### config.mk
export PLATFORM = sky130hd
export DESIGN_NAME = dma_slice_bitmap_allocator_flat
export DESIGN_NICKNAME = d
export VERILOG_FILES = /design/src/rtl/dsba_pkg.sv /design/src/rtl/dsba_ifs.sv /design/src/rtl/dsba_div.sv /design/src/rtl/dsba_dp.sv /design/src/rtl/dsba_ctrl.sv /design/src/rtl/dma_slice_bitmap_allocator.sv /design/src/flat_wrapper.sv
export VERILOG_INCLUDE_DIRS = /design/src /design/src/rtl
export SDC_FILE = /design/constraint.sdc
export NUM_CORES = 2
export LEC_CHECK = 0
export ABC_AREA = 0
export BUFFER_PORTS_ARGS = -buffer_cell sky130_fd_sc_hd__buf_4
export CAP_MARGIN = 20
export CORE_MARGIN = 2
export CORE_UTILIZATION = 30
export CTS_CLUSTER_DIAMETER = 200
export DETAILED_ROUTE_END_ITERATION = 10
export PLACE_DENSITY = 0.54
export RECOVER_POWER = 50
export SLEW_MARGIN = 25
export SYNTH_ARGS = -nofsm -noshare
export SYNTH_HDL_FRONTEND = slang
export SYNTH_SLANG_ARGS = --single-unit
### constraint.sdc
create_clock -name clk -period 12.5 [get_ports clk]
set_input_delay 2.5 -clock clk [delete_from_list [all_inputs] [get_ports clk]]
set_output_delay 2.5 -clock clk [all_outputs]
set_load 0.01 [all_outputs]
### src/rtl/dma_slice_bitmap_allocator_assert.svh
// assertion macros shared by the slice allocator modules
// depends on nothing; included by the modules that carry assertions
`ifndef DMA_SLICE_BITMAP_ALLOCATOR_ASSERT_SVH
`define DMA_SLICE_BITMAP_ALLOCATOR_ASSERT_SVH

// same-cycle implication, disabled during reset
`define DSBA_ASSERT_IMP(label, clk, rst, ante, cons, msg) \
  label: assert property (@(posedge clk) disable iff (rst) (ante) |-> (cons)) \
    else $error(msg);

// next-cycle implication, disabled during reset
`define DSBA_ASSERT_NXT(label, clk, rst, ante, cons, msg) \
  label: assert property (@(posedge clk) disable iff (rst) (ante) |=> (cons)) \
    else $error(msg);

`endif

### src/rtl/dsba_pkg.sv
// shared widths, codes and controller/datapath link types of the slice allocator
// depends on nothing
package dsba_pkg;

  localparam int CFG_DATA_W = 64;
  localparam int CFG_IDX_W  = 3;
  localparam int ADDR_W     = 64;
  localparam int BLK_W      = 25;
  localparam int SLB_W      = 17;
  localparam int SCNT_W     = 9;
  localparam int STAT_W     = 3;
  localparam int SLOT_W     = 8;

  // bitmap bits examined per scan cycle
  localparam int CHUNK      = 16;
  localparam int CHUNK_LG   = 4;

  // register reset values
  localparam logic [BLK_W-1:0]  RST_BLOCK_BYTES = 25'd4096;
  localparam logic [SLB_W-1:0]  RST_SLICE_BYTES = 17'd64;
  localparam logic [SCNT_W-1:0] RST_SLICE_COUNT = 9'd64;

  typedef enum logic [CFG_IDX_W-1:0] {
    CFG_VIRT_BASE   = 3'd0,
    CFG_PHYS_BASE   = 3'd1,
    CFG_BLOCK_BYTES = 3'd2,
    CFG_SLICE_BYTES = 3'd3,
    CFG_SLICE_COUNT = 3'd4
  } cfg_idx_t;

  typedef enum logic [STAT_W-1:0] {
    ST_OK         = 3'd0,
    ST_FULL       = 3'd1,
    ST_NOT_FOUND  = 3'd2,
    ST_MISALIGNED = 3'd3,
    ST_NOT_SET    = 3'd4
  } status_t;

  typedef enum logic {
    OP_ALLOC = 1'b0,
    OP_FREE  = 1'b1
  } opcode_t;

  // controller to datapath
  typedef struct packed {
    logic load;
    logic scan;
    logic mul;
    logic range_chk;
    logic check;
    logic commit;
  } dp_cmd_t;

  // datapath to controller
  typedef struct packed {
    logic in_free;
    logic hit;
    logic last_chunk;
    logic range_fail;
    logic div_busy;
    logic out_free;
  } dp_stat_t;

endpackage

### src/rtl/dsba_ifs.sv
// request and response channel interfaces of the slice allocator
// depends on dsba_pkg
interface dsba_req_if;
  import dsba_pkg::*;

  logic              valid;
  logic              ready;
  logic              opcode;
  logic [ADDR_W-1:0] free_address;

  modport source (output valid, output opcode, output free_address, input ready);
  modport sink   (input valid, input opcode, input free_address, output ready);
endinterface

interface dsba_rsp_if;
  import dsba_pkg::*;

  logic              valid;
  logic              ready;
  logic [STAT_W-1:0] status;
  logic [SLOT_W-1:0] slot_index;
  logic [ADDR_W-1:0] virt_addr;
  logic [ADDR_W-1:0] phys_addr;

  modport source (output valid, output status, output slot_index, output virt_addr,
                  output phys_addr, input ready);
  modport sink   (input valid, input status, input slot_index, input virt_addr,
                  input phys_addr, output ready);
endinterface

### src/rtl/dsba_div.sv
// iterative restoring divider, one quotient bit per cycle
// depends on dsba_pkg and dma_slice_bitmap_allocator_assert.svh
`include "dma_slice_bitmap_allocator_assert.svh"

module dsba_div (
  input  logic                       clk,
  input  logic                       rst,
  input  logic                       start,
  input  logic [dsba_pkg::BLK_W-1:0] dividend,
  input  logic [dsba_pkg::SLB_W-1:0] divisor,
  output logic                       busy,
  output logic [dsba_pkg::BLK_W-1:0] quot,
  output logic [dsba_pkg::SLB_W-1:0] rem
);
  import dsba_pkg::*;

  localparam int CNT_W = $clog2(BLK_W);

  logic [CNT_W-1:0] cnt;
  logic [BLK_W-1:0] dq;
  logic [SLB_W-1:0] rem_q;
  logic [SLB_W-1:0] dvsr;
  logic [SLB_W:0]   rem_sh;
  logic             fits;
  logic [SLB_W:0]   rem_sub;

  // trial subtract of the shifted partial remainder
  always_comb begin
    rem_sh  = {rem_q, dq[BLK_W-1]};
    fits    = rem_sh >= {1'b0, dvsr};
    rem_sub = rem_sh - {1'b0, dvsr};
  end

  // iteration control
  always_ff @(posedge clk) begin
    if (rst) begin
      busy <= 1'b0;
      cnt  <= '0;
    end else if (start) begin
      busy <= 1'b1;
      cnt  <= CNT_W'(BLK_W - 1);
    end else if (busy) begin
      if (cnt == '0) begin
        busy <= 1'b0;
      end else begin
        cnt <= cnt - 1'b1;
      end
    end
  end

  // dividend shifts out at the top while quotient bits enter at the bottom
  always_ff @(posedge clk) begin
    if (start) begin
      dq    <= dividend;
      rem_q <= '0;
      dvsr  <= divisor;
    end else if (busy) begin
      dq    <= {dq[BLK_W-2:0], fits};
      rem_q <= fits ? rem_sub[SLB_W-1:0] : rem_sh[SLB_W-1:0];
    end
  end

  assign quot = dq;
  assign rem  = rem_q;

  `DSBA_ASSERT_IMP(a_rem_below_divisor, clk, rst, $fell(busy), rem_q < dvsr, "remainder not below divisor")

endmodule

### src/rtl/dsba_dp.sv
// datapath: config registers, used-slice bitmap, chunked free-slot scan,
// address offset multiply, range check, divider and result register
// depends on dsba_pkg, dsba_div and dma_slice_bitmap_allocator_assert.svh
`include "dma_slice_bitmap_allocator_assert.svh"

module dsba_dp #(
  parameter int MAX_SLICES = 256
) (
  input  logic                            clk,
  input  logic                            rst,
  input  logic                            cfg_we,
  input  logic [dsba_pkg::CFG_IDX_W-1:0]  cfg_index,
  input  logic [dsba_pkg::CFG_DATA_W-1:0] cfg_data,
  input  logic                            in_opcode,
  input  logic [dsba_pkg::ADDR_W-1:0]     in_free_address,
  input  dsba_pkg::dp_cmd_t               cmd,
  output dsba_pkg::dp_stat_t              st,
  output logic                            out_valid,
  input  logic                            out_ready,
  output logic [dsba_pkg::STAT_W-1:0]     out_status,
  output logic [dsba_pkg::SLOT_W-1:0]     out_slot_index,
  output logic [dsba_pkg::ADDR_W-1:0]     out_virt_addr,
  output logic [dsba_pkg::ADDR_W-1:0]     out_phys_addr
);
  import dsba_pkg::*;

  localparam int NUM_CHUNKS = (MAX_SLICES + CHUNK - 1) / CHUNK;
  localparam int MAP_W      = NUM_CHUNKS * CHUNK;
  localparam int CHW_R      = $clog2(NUM_CHUNKS);
  localparam int IDX_W      = CHW_R + CHUNK_LG;
  localparam int CW         = (CHW_R > 0) ? CHW_R : 1;
  localparam int NW         = IDX_W + 1;
  localparam int OFF_W      = SLB_W + IDX_W;

  // config registers
  logic [ADDR_W-1:0] virt_base;
  logic [ADDR_W-1:0] phys_base;
  logic [BLK_W-1:0]  block_bytes;
  logic [SLB_W-1:0]  slice_bytes;
  logic [SCNT_W-1:0] slice_count;

  // item state
  logic [MAP_W-1:0]  map;
  logic              op_free;
  logic [ADDR_W-1:0] addr;
  logic [CW-1:0]     chunk_cnt;
  logic [IDX_W-1:0]  slot;
  status_t           res_status;
  logic [OFF_W-1:0]  off_q;

  // combinational
  logic [NW-1:0]       n;
  logic [CHUNK-1:0]    chunk_bits;
  logic [CHUNK-1:0]    free_bits;
  logic [IDX_W-1:0]    chunk_base;
  logic [IDX_W-1:0]    slot_k;
  logic [CHUNK_LG-1:0] pe;
  logic                hit;
  logic [IDX_W-1:0]    hit_slot;
  logic [ADDR_W:0]     diff;
  logic [ADDR_W-1:0]   off;
  logic                outside;
  logic                sb_zero;
  logic                div_busy;
  logic [BLK_W-1:0]    quot;
  logic [SLB_W-1:0]    rem;
  logic                res_ok;

  // config write port
  always_ff @(posedge clk) begin
    if (rst) begin
      virt_base   <= '0;
      phys_base   <= '0;
      block_bytes <= RST_BLOCK_BYTES;
      slice_bytes <= RST_SLICE_BYTES;
      slice_count <= RST_SLICE_COUNT;
    end else if (cfg_we) begin
      case (cfg_idx_t'(cfg_index))
        CFG_VIRT_BASE:   virt_base   <= cfg_data;
        CFG_PHYS_BASE:   phys_base   <= cfg_data;
        CFG_BLOCK_BYTES: block_bytes <= cfg_data[BLK_W-1:0];
        CFG_SLICE_BYTES: slice_bytes <= cfg_data[SLB_W-1:0];
        CFG_SLICE_COUNT: slice_count <= cfg_data[SCNT_W-1:0];
        default: ;
      endcase
    end
  end

  // usable slice count, clamped to the bitmap size
  assign n = (slice_count > MAX_SLICES) ? NW'(MAX_SLICES) : NW'(slice_count);

  // lowest free slot inside the current chunk
  always_comb begin
    chunk_bits = map[chunk_cnt*CHUNK +: CHUNK];
    chunk_base = IDX_W'(chunk_cnt) << CHUNK_LG;
    slot_k     = '0;
    pe         = '0;
    for (int k = 0; k < CHUNK; k++) begin
      slot_k       = chunk_base | IDX_W'(k);
      free_bits[k] = !chunk_bits[k] && ({1'b0, slot_k} < n);
    end
    for (int k = CHUNK - 1; k >= 0; k--) begin
      if (free_bits[k]) begin
        pe = CHUNK_LG'(k);
      end
    end
    hit      = |free_bits;
    hit_slot = chunk_base | IDX_W'(pe);
  end

  // free address against the block bounds
  always_comb begin
    diff    = {1'b0, addr} - {1'b0, virt_base};
    off     = diff[ADDR_W-1:0];
    outside = diff[ADDR_W] || (off >= ADDR_W'(block_bytes));
    sb_zero = (slice_bytes == '0);
  end

  // offset to slot index and alignment remainder
  dsba_div u_div (
    .clk      (clk),
    .rst      (rst),
    .start    (cmd.range_chk && !outside && !sb_zero),
    .dividend (off[BLK_W-1:0]),
    .divisor  (slice_bytes),
    .busy     (div_busy),
    .quot     (quot),
    .rem      (rem)
  );

  assign res_ok = (res_status == ST_OK);

  // status toward the controller
  always_comb begin
    st.in_free    = (in_opcode == OP_FREE);
    st.hit        = hit;
    st.last_chunk = (chunk_cnt == CW'(NUM_CHUNKS - 1));
    st.range_fail = outside || sb_zero;
    st.div_busy   = div_busy;
    st.out_free   = !out_valid || out_ready;
  end

  // per-item working registers
  always_ff @(posedge clk) begin
    if (cmd.load) begin
      op_free    <= (in_opcode == OP_FREE);
      addr       <= in_free_address;
      chunk_cnt  <= '0;
      res_status <= ST_OK;
    end
    if (cmd.scan) begin
      if (hit) begin
        slot       <= hit_slot;
        res_status <= ST_OK;
      end else if (st.last_chunk) begin
        res_status <= ST_FULL;
      end else begin
        chunk_cnt <= chunk_cnt + 1'b1;
      end
    end
    if (cmd.mul) begin
      off_q <= OFF_W'(slice_bytes) * OFF_W'(slot);
    end
    if (cmd.range_chk) begin
      if (outside) begin
        res_status <= ST_NOT_FOUND;
      end else if (sb_zero) begin
        res_status <= ST_MISALIGNED;
      end
    end
    if (cmd.check) begin
      if (rem != '0) begin
        res_status <= ST_MISALIGNED;
      end else if (quot >= BLK_W'(n)) begin
        res_status <= ST_NOT_SET;
      end else if (!map[quot[IDX_W-1:0]]) begin
        res_status <= ST_NOT_SET;
      end else begin
        res_status <= ST_OK;
        slot       <= quot[IDX_W-1:0];
      end
    end
  end

  // used-slice bitmap, cleared by reset
  always_ff @(posedge clk) begin
    if (rst) begin
      map <= '0;
    end else if (cmd.commit && res_ok) begin
      map[slot] <= !op_free;
    end
  end

  // result register
  always_ff @(posedge clk) begin
    if (rst) begin
      out_valid <= 1'b0;
    end else if (cmd.commit) begin
      out_valid <= 1'b1;
    end else if (out_ready) begin
      out_valid <= 1'b0;
    end
  end

  always_ff @(posedge clk) begin
    if (cmd.commit) begin
      out_status     <= res_status;
      out_slot_index <= res_ok ? SLOT_W'(slot) : '0;
      out_virt_addr  <= (res_ok && !op_free) ? virt_base + ADDR_W'(off_q) : '0;
      out_phys_addr  <= (res_ok && !op_free) ? phys_base + ADDR_W'(off_q) : '0;
    end
  end

  `DSBA_ASSERT_IMP(a_hit_in_range, clk, rst, cmd.scan && hit, {1'b0, hit_slot} < n, "scan picked a slot past the count")
  `DSBA_ASSERT_NXT(a_alloc_marks, clk, rst, cmd.commit && res_ok && !op_free, map[$past(slot)], "allocated slot not marked used")

endmodule

### src/rtl/dsba_ctrl.sv
// controller state machine sequencing allocate and free items
// depends on dsba_pkg and dma_slice_bitmap_allocator_assert.svh
`include "dma_slice_bitmap_allocator_assert.svh"

module dsba_ctrl (
  input  logic               clk,
  input  logic               rst,
  input  logic               req_valid,
  output logic               req_ready,
  input  dsba_pkg::dp_stat_t st,
  output dsba_pkg::dp_cmd_t  cmd
);
  import dsba_pkg::*;

  typedef enum logic [6:0] {
    S_IDLE  = 7'b0000001,
    S_SCAN  = 7'b0000010,
    S_MUL   = 7'b0000100,
    S_RANGE = 7'b0001000,
    S_DIV   = 7'b0010000,
    S_CHECK = 7'b0100000,
    S_DONE  = 7'b1000000
  } state_t;

  state_t state;
  state_t state_next;

  always_ff @(posedge clk) begin
    if (rst) begin
      state <= S_IDLE;
    end else begin
      state <= state_next;
    end
  end

  // next state and datapath commands
  always_comb begin
    state_next = state;
    cmd        = '0;
    req_ready  = 1'b0;
    case (state)
      S_IDLE: begin
        req_ready = 1'b1;
        if (req_valid) begin
          cmd.load   = 1'b1;
          state_next = st.in_free ? S_RANGE : S_SCAN;
        end
      end
      S_SCAN: begin
        cmd.scan = 1'b1;
        if (st.hit) begin
          state_next = S_MUL;
        end else if (st.last_chunk) begin
          state_next = S_DONE;
        end
      end
      S_MUL: begin
        cmd.mul    = 1'b1;
        state_next = S_DONE;
      end
      S_RANGE: begin
        cmd.range_chk = 1'b1;
        state_next    = st.range_fail ? S_DONE : S_DIV;
      end
      S_DIV: begin
        if (!st.div_busy) begin
          state_next = S_CHECK;
        end
      end
      S_CHECK: begin
        cmd.check  = 1'b1;
        state_next = S_DONE;
      end
      S_DONE: begin
        if (st.out_free) begin
          cmd.commit = 1'b1;
          state_next = S_IDLE;
        end
      end
      default: state_next = S_IDLE;
    endcase
  end

  `DSBA_ASSERT_IMP(a_commit_free, clk, rst, cmd.commit, st.out_free, "result written over an untaken item")
  `DSBA_ASSERT_IMP(a_load_idle, clk, rst, cmd.load, !cmd.commit && state == S_IDLE, "item taken outside idle")

endmodule

### src/rtl/dma_slice_bitmap_allocator.sv
// top level of the DMA slice allocator: controller plus datapath
// depends on dsba_pkg, dsba_ifs, dsba_ctrl and dsba_dp
//
//   channel  dir  handshake     payload
//   req      in   valid/ready   opcode, free_address
//   rsp      out  valid/ready   status, slot_index, virt_addr, phys_addr
//   cfg      in   cfg_we        cfg_index, cfg_data
//
// allocate: k = 1..ceil(MAX_SLICES/16) chunk scans of the bitmap by the
// 16-bit-per-cycle free-slot scan, then, on a hit, the slice offset multiply
// free: an in-range address goes through the 25-step offset divider;
// an address outside the block or a zero slice size skips the divider
// reset clears the bitmap at once; no clearing pass
// a result waits in the output register while the next item is accepted

module dma_slice_bitmap_allocator #(
  parameter int MAX_SLICES = 256
) (
  input  logic                            clk,
  input  logic                            rst,
  input  logic                            cfg_we,
  input  logic [dsba_pkg::CFG_IDX_W-1:0]  cfg_index,
  input  logic [dsba_pkg::CFG_DATA_W-1:0] cfg_data,
  dsba_req_if.sink                        req,
  dsba_rsp_if.source                      rsp
);
  import dsba_pkg::*;

  dp_cmd_t  cmd;
  dp_stat_t st;
  logic     req_ready;

  assign req.ready = req_ready;

  dsba_ctrl u_ctrl (
    .clk       (clk),
    .rst       (rst),
    .req_valid (req.valid),
    .req_ready (req_ready),
    .st        (st),
    .cmd       (cmd)
  );

  dsba_dp #(
    .MAX_SLICES (MAX_SLICES)
  ) u_dp (
    .clk             (clk),
    .rst             (rst),
    .cfg_we          (cfg_we),
    .cfg_index       (cfg_index),
    .cfg_data        (cfg_data),
    .in_opcode       (req.opcode),
    .in_free_address (req.free_address),
    .cmd             (cmd),
    .st              (st),
    .out_valid       (rsp.valid),
    .out_ready       (rsp.ready),
    .out_status      (rsp.status),
    .out_slot_index  (rsp.slot_index),
    .out_virt_addr   (rsp.virt_addr),
    .out_phys_addr   (rsp.phys_addr)
  );

endmodule
### src/flat_wrapper.sv
// flat-port wrapper written by rule: the top's interface ports become plain ports
module dma_slice_bitmap_allocator_flat import dsba_pkg::*;
#(
  parameter int MAX_SLICES = 256
)
  (clk, rst, cfg_we, cfg_index, cfg_data, req_valid, req_opcode, req_free_address, req_ready, rsp_valid, rsp_status, rsp_slot_index, rsp_virt_addr, rsp_phys_addr, rsp_ready);
  dsba_req_if req_i ();
  dsba_rsp_if rsp_i ();
  input  logic clk;
  input  logic rst;
  input  logic cfg_we;
  input  logic [dsba_pkg::CFG_IDX_W-1:0] cfg_index;
  input  logic [dsba_pkg::CFG_DATA_W-1:0] cfg_data;
  input wire logic [$bits(req_i.valid)-1:0] req_valid;
  input wire logic [$bits(req_i.opcode)-1:0] req_opcode;
  input wire logic [$bits(req_i.free_address)-1:0] req_free_address;
  output wire logic [$bits(req_i.ready)-1:0] req_ready;
  output wire logic [$bits(rsp_i.valid)-1:0] rsp_valid;
  output wire logic [$bits(rsp_i.status)-1:0] rsp_status;
  output wire logic [$bits(rsp_i.slot_index)-1:0] rsp_slot_index;
  output wire logic [$bits(rsp_i.virt_addr)-1:0] rsp_virt_addr;
  output wire logic [$bits(rsp_i.phys_addr)-1:0] rsp_phys_addr;
  input wire logic [$bits(rsp_i.ready)-1:0] rsp_ready;
  assign req_i.valid = req_valid;
  assign req_i.opcode = req_opcode;
  assign req_i.free_address = req_free_address;
  assign req_ready = req_i.ready;
  assign rsp_valid = rsp_i.valid;
  assign rsp_status = rsp_i.status;
  assign rsp_slot_index = rsp_i.slot_index;
  assign rsp_virt_addr = rsp_i.virt_addr;
  assign rsp_phys_addr = rsp_i.phys_addr;
  assign rsp_i.ready = rsp_ready;
  dma_slice_bitmap_allocator #(.MAX_SLICES(MAX_SLICES)) u_core (.clk(clk), .rst(rst), .cfg_we(cfg_we), .cfg_index(cfg_index), .cfg_data(cfg_data), .req(req_i), .rsp(rsp_i));
endmodule
Word-level counts from Yosys, hierarchy flattened
Index checks and enable logic that the tools add are counted.
{"block": "classes", "addsub": 6, "n_mul": 1, "order_cmp": 23, "n_eq_ne": 17, "n_shift": 1, "n_mux": 71, "bitwise": 2, "n_reduce_logical": 62}
{"operator": "$bwmux W256", "n": 1}
{"operator": "$shiftx A256 B9 Y16", "n": 1}
{"operator": "$lt A8 B9 Y1", "n": 16}
{"operator": "$add A64 B25 Y64", "n": 2}
{"operator": "$mux W4", "n": 21}
{"operator": "$sub A64 B64 Y65", "n": 1}
{"operator": "$ge A64 B25 Y1", "n": 1}
{"operator": "$mux W25", "n": 2}
{"operator": "$mux W8", "n": 6}
{"operator": "$mux W7", "n": 6}
{"operator": "$pmux W7 S6", "n": 1}
{"operator": "$mux W3", "n": 11}
{"operator": "$ge A25 B9 Y1", "n": 1}
{"operator": "$mul A17 B8 Y25", "n": 1}
{"operator": "$logic_and A1 B1 Y1", "n": 21}
{"operator": "$logic_not A1 Y1", "n": 20}
{"operator": "$ge A18 B17 Y1", "n": 1}
{"operator": "$lt A8 B9 Y1 const B", "n": 2}
{"operator": "$logic_not A17 Y1", "n": 1}
{"operator": "$mux W17", "n": 1}
{"operator": "$reduce_bool A17 Y1", "n": 1}
{"operator": "$sub A17 B17 Y17", "n": 1}
{"operator": "$mux W1", "n": 16}
{"operator": "$reduce_or A16 Y1", "n": 1}
{"operator": "other kinds (31)", "n": 47}
{"block": "word_totals", "reg_bits": 752, "inputBits": 137, "out_inout_bits": 141, "word_cells": 207}

Depth between registers and ports, before layout
{"block": "depth", "word_depth": 27, "mapped_depth": 27, "mapped_depth_nobuf": 26}

Modules after synthesis
A second synthesis with hierarchy kept.
{"block": "unflattened", "cells_unflattened": 4998, "area_unflattened_um2": 45917.8}
{"module": "dsba_dp", "instances": 1, "cells_per_inst": 4636, "area_each_um2": 41961.5, "seq_area_each_um2": 15905.3}
{"module": "dsba_div", "instances": 1, "cells_per_inst": 302, "area_each_um2": 3462.1, "seq_area_each_um2": 1721.7}
{"module": "dsba_ctrl", "instances": 1, "cells_per_inst": 60, "area_each_um2": 494.2, "seq_area_each_um2": 140.1}

Least setup slack after synthesis
OpenSTA, ideal clock, no wires.
{"block": "synth_timing", "path_kind": "input port to flip-flop", "start": "input port rsp_ready", "end": "register u_core.u_dp.map[119]", "setup_ns": 0.091, "arrival_time_ns": 11.335, "required_ns": 12.409, "slack_ns": 1.074, "path_stages": 8, "n_path_buf": 2, "path_cell_list": "nand2b_1 nor2b_1 nand2_1 clkbuf_1 nor2_1 clkbuf_1 a21oi_1 a311oi_1"}
{"item": "from (decl)", "line": "flat_wrapper.sv:23", "source": "input wire logic [$bits(rsp_i.ready)-1:0] rsp_ready;"}
{"item": "to (signal, indexed assignment)", "line": "dsba_dp.sv:190", "source": "map[slot] <= !op_free;"}
{"item": "to (decl)", "line": "dsba_dp.sv:43", "source": "logic [MAP_W-1:0] map;"}

Final worst setup path
{"block": "layout_timing", "start": "input port rst", "end": "register u_core.u_dp.out_valid"}
{"item": "from (decl)", "line": "flat_wrapper.sv:10", "source": "input logic rst;"}
{"item": "to (signal assigned)", "line": "dsba_dp.sv:197", "source": "out_valid <= 1'b0;"}
{"item": "to (signal assigned)", "line": "dsba_dp.sv:199", "source": "out_valid <= 1'b1;"}
{"item": "to (signal assigned)", "line": "dsba_dp.sv:201", "source": "out_valid <= 1'b0;"}
{"item": "to (decl)", "line": "dsba_dp.sv:18", "source": "output logic out_valid,"}
No word-level cell between the ends.

==> metrics.cfg <==
[floorplan]
die_y_um=392
dieArea_mm2=0.153
rows=142
core_area_mm2=0.150
die_w_um=392
ios=278
start_util=0.302

[place]
dp_hpwl_um=108000
place_congestion=0.898
dpl_cell_area_mm2=0.0490
placed_cells=6821
numPortBuffers=277

[clock_network]
ctsHoldBuffers=0
clk_transition_reported_paths_ns=0.06
cts_resized=0
clockBufferDepth=3
cts_buffers=89
cts_tree=done
cts.sinks=752
post-cts-setup-buffers=0
h-tree-depth=3
worst_skew_pair.late_latency_ns=0.72
cts_root_buf=clkbuf_16

[logic_synthesis]
seq_area_frac_synth=0.394
synth.distinct_cells=96
async_reset_ff_frac=0
synth-seq-cells=752
synth-main-ff-cell=dfxtp_1
yosysWarningCount=0
syn-num-nets=5245
syn-cell-area_mm2=0.0451
synth_edf_count=271
synth_area_per_cell_um2=9.40
synthCells=4797

[final_layout]
layout_commonest_cell=nand2_1
nets=5346
design_area_mm2=0.0513
final_cell_mix=nand2_1 (609), a21oi_1 (495), dfxtp_1 (477)
regArea_mm2=0.0178
fill_cells=15400
multiInputGateArea_mm2=0.0252
layout.cells.non_filler=6988
drive_gt1_frac=0.109
synthToLayoutAreaGrowth_pct=13.6

[critical_path]
cp-end-kind=flip-flop
worstPathArrival_ns=9.65
reg2reg_from=u_core.u_dp.virt_base[1]
crit_fanout=167
regToRegSetupSlack_ns=5.63
worstSetupPathType=primary input to flip-flop
reg2reg_depth=26
crit_start=rst
crit_path_end=u_core.u_dp.out_valid
cp-start-kind=primary input
cp.required_ns=12.68
rr_endpoint=u_core.u_dp.u_div.quot[10]

[timing]
final_hold_viol_count=0
fmax_mhz=106
drv_slew=523
rsz0062_at_grt=false
fin_skew_ns=0.0369
finalSetupViolCount=0
fin_crit_sh=0.758
period_minus_slack_ns=9.47
tightest_slew_ns=8.27
slew_headroom=-4.51
tns_ns=0
hold_ws_ns=0.459

[power_and_ir_drop]
leakage_nw=17.7
power.total_mw=6.34
ir_worst_vdd_mv=0.101
power.density_mw_per_mm2=124

[routing]
wirelength_um=149000
first_iter_violations=2980
wl_per_cell_um=21.3
drt_pass1_iterations=5
drcViolationCount=0
ant_nets=0
num_vias=37000
vias_per_cell=5.30

[global_route]
grt_overflow=0
grt_use_total=0.189
antenna_found_initial=8
grt_pass1_vias=35700
grt_max_degree=244
grt_pass1_wl_um=224000

[outcome]
status=finished with violations
violations=capacitance limit, slew limit

[flow_run]
drv_cap=9

[worst_hold_path]
hold_path.class=flip-flop to flip-flop

metrics by stage:
step	utilization	setup slack, ns
after floorplan	-	1.07
after global placement	0.327	5.33
after detailed placement	0.327	5.27
after CTS	0.347	5.22
after global routing	0.343	2.60
final	0.343	3.03
metal layers:
| layer | share of wire | vias to the layer above | wire length [um] | track usage |
|---|---|---|---|---|
| met2 | 0.45 | 1242 | 67500 | 0.304 |
| met1 | 0.45 | 18100 | 67000 | 0.259 |
| met5 | 0.00027 | - | 40 | 0 |
| li1 | - | 17500 | - | - |
| met4 | 0.031 | 8 | 4580 | 0.0612 |
| met3 | 0.064 | 220 | 9470 | 0.0278 |
power by group:
group / internal (mW) / switching, mW / total [mW]
sequential: 2.61 / 0.0641 / 2.67
clock: 1.53 / 1.13 / 2.66
combinational: 0.335 / 0.669 / 1.00
state kept, by name, indices dropped and copies added, names as in the netlist, 3 cells and up:
signal and cells:
u_core.u_dp.out_virt_addr 64, u_core.u_dp.phys_base 64, u_core.u_dp.u_div.quot 25, u_core.u_dp.virt_base 64
u_core.u_dp.block_bytes 25, u_core.u_dp.u_div.rem 17, u_core.u_dp.map 256, u_core.u_dp.addr 64
u_core.u_dp.slice_bytes 17, u_core.u_dp.off_q 25, u_core.u_dp.res_status 3, u_core.u_ctrl.state 7
u_core.u_dp.out_slot_index 8, u_core.u_dp.out_status 3, u_core.u_dp.out_phys_addr 64, u_core.u_dp.slice_count 9
u_core.u_dp.chunk_cnt 4, u_core.u_dp.u_div.cnt 5, u_core.u_dp.u_div.dvsr 17, u_core.u_dp.slot 8
critical path, cell delays in order:
cell	delay, ns
buf_8	0.48
clkbuf_1	5.62
a21oi_1	0.68
cells in the mapped netlist, drive strengths merged, types with 16 or more instances:
master / number / area (um2)
dfxtp: 481 / 9630
nor3: 73 / 370
a21o: 64 / 480
inv: 262 / 983
clkbuf: 276 / 1040
nand4: 42 / 263
xnor2: 124 / 1090
a21oi: 500 / 2520
o21bai: 23 / 184
a21boi: 16 / 124
mux4: 154 / 3470
fa: 94 / 1880
and3: 27 / 169
nand2b: 19 / 119
nor2b: 37 / 231
nor2: 488 / 1830
o21a: 25 / 188
ha: 217 / 2720
o21ai: 137 / 689
and2: 92 / 576
or3: 31 / 194
xor2: 53 / 464
nand3: 71 / 368
mux2i: 27 / 270
edfxtp: 271 / 8140
nand2: 611 / 2290
a31oi: 16 / 100
a311oi: 147 / 1290
o211a: 16 / 160
a211oi: 134 / 1030
mux2: 36 / 477
buf: 44 / 239
nor4: 46 / 309
how the worst min path moves through the flow:
stage,from,end,slack (ns),depth (start not counted)
3_3_place_gp,u_core.u_dp.block_bytes[14],u_core.u_dp.block_bytes[14],0.44,2
2_1_floorplan,u_core.u_dp.slice_bytes[11],u_core.u_dp.u_div.dvsr[11],0.41,0
4_1_cts,u_core.u_dp.slice_count[7],u_core.u_dp.slice_count[7],0.46,2
5_1_grt,u_core.u_dp.virt_base[63],u_core.u_dp.virt_base[63],0.47,2
6_report,u_core.u_dp.block_bytes[3],u_core.u_dp.block_bytes[3],0.46,2
3_5_place_dp,u_core.u_dp.block_bytes[15],u_core.u_dp.block_bytes[15],0.45,2
final cells by class:
type                            count  area share
Tap cell                         2016      0.0492
Clock inverter                     30     0.00757
Timing Repair Buffer              330      0.0359
Antenna cell                        1   0.0000488
Clock buffer                      134      0.0504
Inverter                          263      0.0193
Sequential cell                   752       0.347
Multi-Input combinational cell   3462       0.491
cell families (layout without fill, tap and decap cells):
group,after synthesis,in the layout,synth area share
and+or+nand+nor,1588,1588,0.158
muxes,217,217,0.0934
AOI/OAI and AO/OA,1169,1169,0.168
adders and majority gates,311,311,0.102
xor gates and xnor gates,177,177,0.0344
other,0,1,0
buffers and inverters,583,757,0.0501
DFF,752,752,0.394
(Power assumes the default switching activity.)
